--- src/rtl/smsl_pkg.sv ---
// ----------------------------------------------------------------------------
// smsl_pkg
// Shared types, widths and codes of the sorted multiset list unit.
// ----------------------------------------------------------------------------
package smsl_pkg;

    localparam int CAPACITY_DEF = 16;

    localparam int VALUE_W  = 32;
    localparam int KIND_W   = 2;
    localparam int ENTRY_W  = 5;
    localparam int STATUS_W = 2;

    // operation kinds
    localparam logic [KIND_W-1:0] KIND_INSERT = 2'd0;
    localparam logic [KIND_W-1:0] KIND_DELETE = 2'd1;
    localparam logic [KIND_W-1:0] KIND_REPORT = 2'd2;

    // result status
    localparam logic [STATUS_W-1:0] STATUS_OK       = 2'd0;
    localparam logic [STATUS_W-1:0] STATUS_FULL     = 2'd1;
    localparam logic [STATUS_W-1:0] STATUS_NO_MATCH = 2'd2;

    // commands broadcast to every cell
    localparam logic [1:0] CMD_HOLD   = 2'd0;
    localparam logic [1:0] CMD_INSERT = 2'd1;
    localparam logic [1:0] CMD_DELETE = 2'd2;
    localparam logic [1:0] CMD_ROTATE = 2'd3;

    typedef logic signed [VALUE_W-1:0] t_value;

    typedef struct packed {
        logic [1:0] op;
        t_value     operand;
        logic       found;
    } t_cell_cmd;

endpackage

--- src/rtl/smsl_if.sv ---
// ----------------------------------------------------------------------------
// smsl_req_if / smsl_res_if
// Valid/ready channels for request words and result words.
// ----------------------------------------------------------------------------
interface smsl_req_if;
    logic                                  valid;
    logic                                  ready;
    logic [smsl_pkg::KIND_W-1:0]           kind;
    logic signed [smsl_pkg::VALUE_W-1:0]   operand_value;

    modport source (output valid, output kind, output operand_value, input ready);
    modport sink   (input valid, input kind, input operand_value, output ready);
endinterface

interface smsl_res_if;
    logic                                  valid;
    logic                                  ready;
    logic [smsl_pkg::ENTRY_W-1:0]          entry_count;
    logic signed [smsl_pkg::VALUE_W-1:0]   reported_value;
    logic                                  value_present;
    logic                                  last_of_run;
    logic [smsl_pkg::STATUS_W-1:0]         status;

    modport source (output valid, output entry_count, output reported_value,
                    output value_present, output last_of_run, output status,
                    input ready);
    modport sink   (input valid, input entry_count, input reported_value,
                    input value_present, input last_of_run, input status,
                    output ready);
endinterface

--- src/rtl/sorted_multiset_list_unit.sv ---
// ----------------------------------------------------------------------------
// sorted_multiset_list_unit
// Bounded ascending multiset kept in a chain of cells; insert, delete and
// distinct-value report.
// ----------------------------------------------------------------------------
// channel  | dir | words
// i_req    | in  | kind, operand_value
// o_res    | out | entry_count, reported_value, value_present, last_of_run, status
//
// insert, delete and no-op act on the whole chain; every cell compares and shifts at once
// a report rotates the chain once around, one cell per cycle while results are taken:
// one word per distinct value, the head cell and its neighbor deciding each one
// a single output register holds the result; the scan stalls while it is not taken
// requests are refused during a report scan
// synchronous active-low reset empties the list; cell contents are not cleared
// ----------------------------------------------------------------------------
module sorted_multiset_list_unit #(
    parameter int CAPACITY = smsl_pkg::CAPACITY_DEF
) (
    input  logic     i_clk,
    input  logic     i_rst_n,
    smsl_req_if.sink   i_req,
    smsl_res_if.source o_res
);
    import smsl_pkg::*;

    localparam int CW = $clog2(CAPACITY + 1);

    localparam logic ST_IDLE = 1'b0;
    localparam logic ST_SCAN = 1'b1;

    logic              r_state, n_state;
    logic [CW-1:0]     r_count, n_count;
    logic [CW-1:0]     r_idx, n_idx;

    logic              r_out_valid, n_out_valid;
    logic [ENTRY_W-1:0] r_out_count, n_out_count;
    t_value            r_out_value, n_out_value;
    logic              r_out_present, n_out_present;
    logic              r_out_last, n_out_last;
    logic [STATUS_W-1:0] r_out_status, n_out_status;

    t_cell_cmd         w_cmd;
    t_value            w_val   [CAPACITY];
    logic              w_ins   [CAPACITY];
    logic [CAPACITY-1:0] w_match;
    logic [CAPACITY-1:0] w_used;
    logic              w_slot_free;
    logic              w_accept;
    logic              w_scan_last;

    genvar gi;
    generate
        for (gi = 0; gi < CAPACITY; gi++) begin : g_cell
            assign w_used[gi] = (CW'(gi) < r_count);
            if (gi == 0) begin : g_head
                smsl_cell u_cell (
                    .i_clk        (i_clk),
                    .i_cmd        (w_cmd),
                    .i_used       (w_used[gi]),
                    .i_left_val   (w_val[0]),
                    .i_left_ins   (1'b0),
                    .i_right_val  (w_val[gi+1]),
                    .i_right_used (w_used[gi+1]),
                    .i_head_val   (w_val[0]),
                    .o_val        (w_val[gi]),
                    .o_ins        (w_ins[gi]),
                    .o_match      (w_match[gi])
                );
            end else if (gi == CAPACITY - 1) begin : g_tail
                smsl_cell u_cell (
                    .i_clk        (i_clk),
                    .i_cmd        (w_cmd),
                    .i_used       (w_used[gi]),
                    .i_left_val   (w_val[gi-1]),
                    .i_left_ins   (w_ins[gi-1]),
                    .i_right_val  (w_val[0]),
                    .i_right_used (1'b0),
                    .i_head_val   (w_val[0]),
                    .o_val        (w_val[gi]),
                    .o_ins        (w_ins[gi]),
                    .o_match      (w_match[gi])
                );
            end else begin : g_mid
                smsl_cell u_cell (
                    .i_clk        (i_clk),
                    .i_cmd        (w_cmd),
                    .i_used       (w_used[gi]),
                    .i_left_val   (w_val[gi-1]),
                    .i_left_ins   (w_ins[gi-1]),
                    .i_right_val  (w_val[gi+1]),
                    .i_right_used (w_used[gi+1]),
                    .i_head_val   (w_val[0]),
                    .o_val        (w_val[gi]),
                    .o_ins        (w_ins[gi]),
                    .o_match      (w_match[gi])
                );
            end
        end
    endgenerate

    assign w_slot_free  = !r_out_valid || o_res.ready;
    assign i_req.ready  = (r_state == ST_IDLE) && w_slot_free;
    assign w_accept     = i_req.valid && i_req.ready;
    assign w_scan_last  = (r_idx == (r_count - CW'(1)));

    always_comb begin
        n_state       = r_state;
        n_count       = r_count;
        n_idx         = r_idx;
        n_out_valid   = r_out_valid && !o_res.ready;
        n_out_count   = r_out_count;
        n_out_value   = r_out_value;
        n_out_present = r_out_present;
        n_out_last    = r_out_last;
        n_out_status  = r_out_status;
        w_cmd.op      = CMD_HOLD;
        w_cmd.operand = i_req.operand_value;
        w_cmd.found   = |w_match;

        if (r_state == ST_IDLE) begin
            if (w_accept) begin
                n_out_valid   = 1'b1;
                n_out_value   = '0;
                n_out_present = 1'b0;
                n_out_last    = 1'b1;
                n_out_status  = STATUS_OK;
                unique case (i_req.kind)
                    KIND_INSERT: begin
                        if (r_count < CW'(CAPACITY)) begin
                            w_cmd.op = CMD_INSERT;
                            n_count  = r_count + CW'(1);
                        end else begin
                            n_out_status = STATUS_FULL;
                        end
                    end
                    KIND_DELETE: begin
                        if (|w_match) begin
                            w_cmd.op = CMD_DELETE;
                            n_count  = r_count - CW'(1);
                        end else begin
                            n_out_status = STATUS_NO_MATCH;
                        end
                    end
                    KIND_REPORT: begin
                        if (r_count != '0) begin
                            // results come from the scan
                            n_out_valid = 1'b0;
                            n_state     = ST_SCAN;
                            n_idx       = '0;
                        end
                    end
                    default: begin
                        n_out_status = STATUS_OK;
                    end
                endcase
                n_out_count = ENTRY_W'(n_count);
            end
        end else begin
            if (w_slot_free) begin
                w_cmd.op = CMD_ROTATE;
                n_idx    = r_idx + CW'(1);
                // emit at the end of each run of equal values
                if (w_scan_last || (w_val[0] != w_val[1])) begin
                    n_out_valid   = 1'b1;
                    n_out_count   = ENTRY_W'(r_count);
                    n_out_value   = w_val[0];
                    n_out_present = 1'b1;
                    n_out_last    = w_scan_last;
                    n_out_status  = STATUS_OK;
                end
                if (w_scan_last) begin
                    n_state = ST_IDLE;
                end
            end
        end
    end

    always_ff @(posedge i_clk) begin
        if (!i_rst_n) begin
            r_state     <= ST_IDLE;
            r_count     <= '0;
            r_idx       <= '0;
            r_out_valid <= 1'b0;
        end else begin
            r_state     <= n_state;
            r_count     <= n_count;
            r_idx       <= n_idx;
            r_out_valid <= n_out_valid;
        end
    end

    always_ff @(posedge i_clk) begin
        r_out_count   <= n_out_count;
        r_out_value   <= n_out_value;
        r_out_present <= n_out_present;
        r_out_last    <= n_out_last;
        r_out_status  <= n_out_status;
    end

    assign o_res.valid          = r_out_valid;
    assign o_res.entry_count    = r_out_count;
    assign o_res.reported_value = r_out_value;
    assign o_res.value_present  = r_out_present;
    assign o_res.last_of_run    = r_out_last;
    assign o_res.status         = r_out_status;

endmodule

--- src/rtl/smsl_cell.sv ---
// ----------------------------------------------------------------------------
// smsl_cell
// One slot of the sorted chain: holds a value, shifts right on insert,
// left on delete, and rotates toward the head during a report scan.
// ----------------------------------------------------------------------------
module smsl_cell (
    input  logic                 i_clk,
    input  smsl_pkg::t_cell_cmd  i_cmd,
    input  logic                 i_used,
    input  smsl_pkg::t_value     i_left_val,
    input  logic                 i_left_ins,
    input  smsl_pkg::t_value     i_right_val,
    input  logic                 i_right_used,
    input  smsl_pkg::t_value     i_head_val,
    output smsl_pkg::t_value     o_val,
    output logic                 o_ins,
    output logic                 o_match
);
    import smsl_pkg::*;

    t_value r_val;
    t_value n_val;
    logic   w_ge;
    logic   w_gt;

    assign w_ge    = i_used && (r_val >= i_cmd.operand);
    assign w_gt    = i_used && (r_val > i_cmd.operand);
    // insert point is at or left of this cell
    assign o_ins   = w_gt || !i_used;
    assign o_match = i_used && (r_val == i_cmd.operand);
    assign o_val   = r_val;

    always_comb begin
        n_val = r_val;
        unique case (i_cmd.op)
            CMD_HOLD: begin
                n_val = r_val;
            end
            CMD_INSERT: begin
                if (i_left_ins) begin
                    n_val = i_left_val;
                end else if (o_ins) begin
                    n_val = i_cmd.operand;
                end
            end
            CMD_DELETE: begin
                // equal entries are identical, so closing the gap at the first one is enough
                if (i_cmd.found && w_ge) begin
                    n_val = i_right_val;
                end
            end
            CMD_ROTATE: begin
                n_val = i_right_used ? i_right_val : i_head_val;
            end
            default: begin
                n_val = r_val;
            end
        endcase
    end

    always_ff @(posedge i_clk) begin
        r_val <= n_val;
    end

endmodule
--- src/flat_wrapper.sv ---
// flat-port wrapper written by rule: the top's interface ports become plain ports
module sorted_multiset_list_unit_flat import smsl_pkg::*;
#(
    parameter int CAPACITY = smsl_pkg::CAPACITY_DEF
)
  (i_clk, i_rst_n, i_req_valid, i_req_kind, i_req_operand_value, i_req_ready, o_res_valid, o_res_entry_count, o_res_reported_value, o_res_value_present, o_res_last_of_run, o_res_status, o_res_ready);
  smsl_req_if i_req_i ();
  smsl_res_if o_res_i ();
  input  logic i_clk;
  input  logic i_rst_n;
  input wire logic [$bits(i_req_i.valid)-1:0] i_req_valid;
  input wire logic [$bits(i_req_i.kind)-1:0] i_req_kind;
  input wire logic [$bits(i_req_i.operand_value)-1:0] i_req_operand_value;
  output wire logic [$bits(i_req_i.ready)-1:0] i_req_ready;
  output wire logic [$bits(o_res_i.valid)-1:0] o_res_valid;
  output wire logic [$bits(o_res_i.entry_count)-1:0] o_res_entry_count;
  output wire logic [$bits(o_res_i.reported_value)-1:0] o_res_reported_value;
  output wire logic [$bits(o_res_i.value_present)-1:0] o_res_value_present;
  output wire logic [$bits(o_res_i.last_of_run)-1:0] o_res_last_of_run;
  output wire logic [$bits(o_res_i.status)-1:0] o_res_status;
  input wire logic [$bits(o_res_i.ready)-1:0] o_res_ready;
  assign i_req_i.valid = i_req_valid;
  assign i_req_i.kind = i_req_kind;
  assign i_req_i.operand_value = i_req_operand_value;
  assign i_req_ready = i_req_i.ready;
  assign o_res_valid = o_res_i.valid;
  assign o_res_entry_count = o_res_i.entry_count;
  assign o_res_reported_value = o_res_i.reported_value;
  assign o_res_value_present = o_res_i.value_present;
  assign o_res_last_of_run = o_res_i.last_of_run;
  assign o_res_status = o_res_i.status;
  assign o_res_i.ready = o_res_ready;
  sorted_multiset_list_unit #(.CAPACITY(CAPACITY)) u_core (.i_clk(i_clk), .i_rst_n(i_rst_n), .i_req(i_req_i), .o_res(o_res_i));
endmodule
--- config.mk ---
export PLATFORM = sky130hd
export DESIGN_NAME = sorted_multiset_list_unit_flat
export DESIGN_NICKNAME = d
export VERILOG_FILES = /design/src/rtl/smsl_pkg.sv /design/src/rtl/smsl_if.sv /design/src/rtl/sorted_multiset_list_unit.sv /design/src/rtl/smsl_cell.sv /design/src/flat_wrapper.sv
export SDC_FILE = /design/constraint.sdc
export NUM_CORES = 2
export LEC_CHECK = 0
export ABC_CLOCK_PERIOD_IN_PS = 8850
export BUFFER_PORTS_ARGS = -buffer_cell sky130_fd_sc_hd__buf_2
export CAP_MARGIN = 20
export CORE_MARGIN = 4
export CORE_UTILIZATION = 30
export DETAILED_ROUTE_END_ITERATION = 12
export SLEW_MARGIN = 0
export SYNTH_ARGS = -nofsm -noshare
export SYNTH_HDL_FRONTEND = slang
export SYNTH_SLANG_ARGS = --single-unit
--- constraint.sdc ---
create_clock -name i_clk -period 8.85 [get_ports i_clk]
set_clock_uncertainty 0.1 [all_clocks]
set_input_delay 0.885 -clock i_clk [delete_from_list [all_inputs] [get_ports i_clk]]
set_output_delay 0.885 -clock i_clk [all_outputs]
set_load 0.02 [all_outputs]
==> flow_summary.json <==
{
  "drtIter0Drc": 5706,
  "area_delta_synth_final_pct": 10.06,
  "synth_area_leaders": "edfxtp_1 34%, ha_1 13%, o221ai_2 9.8%, mux2i_1 9.4%, nand2_1 4.1%",
  "htree_levels": 3,
  "cts_buffers": 71,
  "drive_gt1_share_pct": 17.03,
  "stdcell_count": 6925,
  "hold_violations": 0,
  "cts-hold-fix-buffers": 0,
  "max-vdd-ir-drop_v": 0.0001288,
  "min_period_ps": 6079,
  "insertion_delay_ps": 680,
  "hold_slack_ps": 455.5,
  "grt-ovfl-total": 0,
  "yosysWarnings": 0,
  "finalSetupViolCount": 0,
  "end_kind": "register",
  "cts_resized": 0,
  "status": "finished, final reports clean",
  "cts_root_buffer": "clkbuf_16",
  "cts_tree": "built",
  "cts.clk_slew.worst_paths_ps": 60,
  "fmax_mhz": 164.5,
  "track_usage_pct": 22.55,
  "rsz0062_at_grt": "no",
  "yosys.cell_count.top_type": "edfxtp_1",
  "synth_top_area_cell": "edfxtp_1",
  "dr.pass1.iters": 10,
  "die-area_um2": 168700,
  "slew_violations": 0,
  "top_level_ports": 81,
  "rows": 147,
  "startpoint_type": "primary input",
  "period_share_pct": 68.69,
  "hpwlAfterDp_um": 140100,
  "clock_path_buffers": 3,
  "dp.cells": 6790,
  "pre_cts_ws_ps": 2132,
  "synth_edf_count": 553,
  "postCtsSetupBuffers": 0,
  "grt_pass1_vias": 40126,
  "syn-num-nets": 5320,
  "place.gp.congestion": 0.9958,
  "postRouteAntennaNets": 0,
  "syn_inst": 4765,
  "portBuffers": 80,
  "fp.dieH_um": 410.7,
  "vias": 41884,
  "grt_first_pass_wirelength_um": 285400,
  "fin_tns_setup_ps": 0,
  "setup_slack_ps": 2771,
  "wl_um": 197800,
  "worstPathRequired_ps": 9110,
  "synth_seq_cells": 565,
  "cp_max_fo": 34,
  "final_nets": 5263,
  "worst_pin_slew_ps": 1205,
  "critPathArrivalTime_ps": 6330,
  "die_w_um": 410.7,
  "cts_sinks": 565,
  "post-route-util_pct": 33.27,
  "synth_top_area_share_pct": 34.14,
  "synth_ff_type": "edfxtp_1",
  "cellPowerDensity_nw_per_um2": 151.3,
  "power_leakage_nw": 21.21,
  "async_flop_share_pct": 0,
  "postSynthAreaPerCell_um2": 10.21,
  "antenna_found_initial": 8,
  "route.detailed.drc": 0,
  "netlist_area_um2": 48650,
  "worstSetupPathType": "primary input to register",
  "yosys-top-cells-count": "553 x edfxtp_1, 535 x nand2_1, 517 x ha_1, 455 x mux2i_1, 385 x inv_1",
  "wl_per_cell_um": 28.56,
  "routed_via_density": 6.048,
  "initial_core_util_pct": 30.23,
  "slew_headroom_pct": 19.08,
  "maxCapViolCount": 0,
  "yosysUniqueCellTypes": 86,
  "nFillCells": 16251,
  "core_um2": 160900,
  "seq_area_frac_synth_pct": 34.63,
  "hold_class": "register to register",
  "grt_max_degree": 114
}
==> power by group <==
| group | switching, mW | total [mW] | internal [mW] |
|---|---|---|---|
| clock network | 1.29 | 2.99 | 1.69 |
| logic | 1.16 | 1.81 | 0.653 |
| registers | 0.151 | 3.31 | 3.16 |
==> cells in the final DEF, fill, tap and decap left out, drive strengths merged, types with 13 or more instances in the layout <==
master  count
edfxtp    553
nand2     535
ha        517
mux2i     455
inv       388
o221ai    323
o21ai     304
a21oi     254
buf       236
nor2      133
nand4     129
o211ai    117
clkbuf     95
nand3      85
and2       72
nor3       63
a21o       61
a211oi     52
xnor2      38
a221o      34
nor4       32
nor2b      29
clkinv     23
nand2b     22
and3       15
o21a       14
a31oi      13
==> worst max-delay path, stage by stage <==
cell	delay (ps)
buf_2	400
inv_1	580
ha_1	490
nand4_1	230
or3_1	260
a21oi_1	60
a2111oi_0	980
o31ai_1	250
a31oi_4	230
buf_4	730
a21o_1	230
nand3_2	430
buf_4	490
==> routing by layer <==
metal / wire length (µm) / GRT usage, %
met5: 32 / 0
met4: 6740 / 7.078
met3: 22080 / 5.812
met1: 85290 / 32.20
met2: 83650 / 33.07
==> layout make-up <==
type                            count  area [µm²]  area share (%)
Multi-Input combinational cell   3448       28580           53.39
Sequential cell                   565       16850           31.47
Tap cell                         2160        2703           5.048
Clock buffer                       95        1952           3.646
Timing Repair Buffer              236        1712           3.197
Inverter                          386        1449           2.706
Clock inverter                     31       282.8          0.5282
Antenna cell                        4       10.01         0.01870
==> sequential cells by signal, summed over array words and instances (netlist names) <==
signal,count
u_core.g_cell.g_head.u_cell.o_val,32
u_core.o_res.entry_count,5
u_core.o_res.value_present,1
u_core.r_count,5
u_core.o_res.valid,1
u_core.g_cell.g_tail.u_cell.o_val,32
u_core.r_state,1
u_core.o_res.last_of_run,1
u_core.g_cell.g_mid.u_cell.o_val,448
u_core.o_res.status,2
u_core.r_idx,5
u_core.o_res.reported_value,32
==> cells by family (layout without fill, tap and decap cells) <==
kind of cell	after synthesis	count (layout)	synth area share [%]
AO/OA/AOI/OAI	1269	1269	22.91
XOR/XNOR	43	43	0.7742
adder cells (fa/ha/maj)	517	517	13.30
buffers and inverters	752	748	7.639
flip-flops	565	565	34.63
multiplexers	458	458	9.432
other	0	4	0
AND/OR/NAND/NOR	1161	1161	11.31
==> final timing paths <==
kind	from	end	slack (ps)	cells after the start
setup / recovery	i_req_operand_value[8]	u_core.g_cell[1].g_mid.u_cell.o_val[24]	2770	13
hold / removal	u_core.r_idx[4]	u_core.r_idx[4]	460	2
setup reg to reg	u_core.g_cell[0].g_head.u_cell.o_val[0]	u_core.g_cell[4].g_mid.u_cell.o_val[15]	3220	12
hold reg to reg	u_core.r_idx[4]	u_core.r_idx[4]	460	2
==> through the flow <==
step,instance area (µm²),total power [mW]
3_5_place_dp,51210,5.102
2_1_floorplan,48650,4.493
6_report,53540,8.102
5_1_grt,53530,8.358
3_3_place_gp,51200,5.057
4_1_cts,53450,8.058
Power figures use the tool's default switching activity.
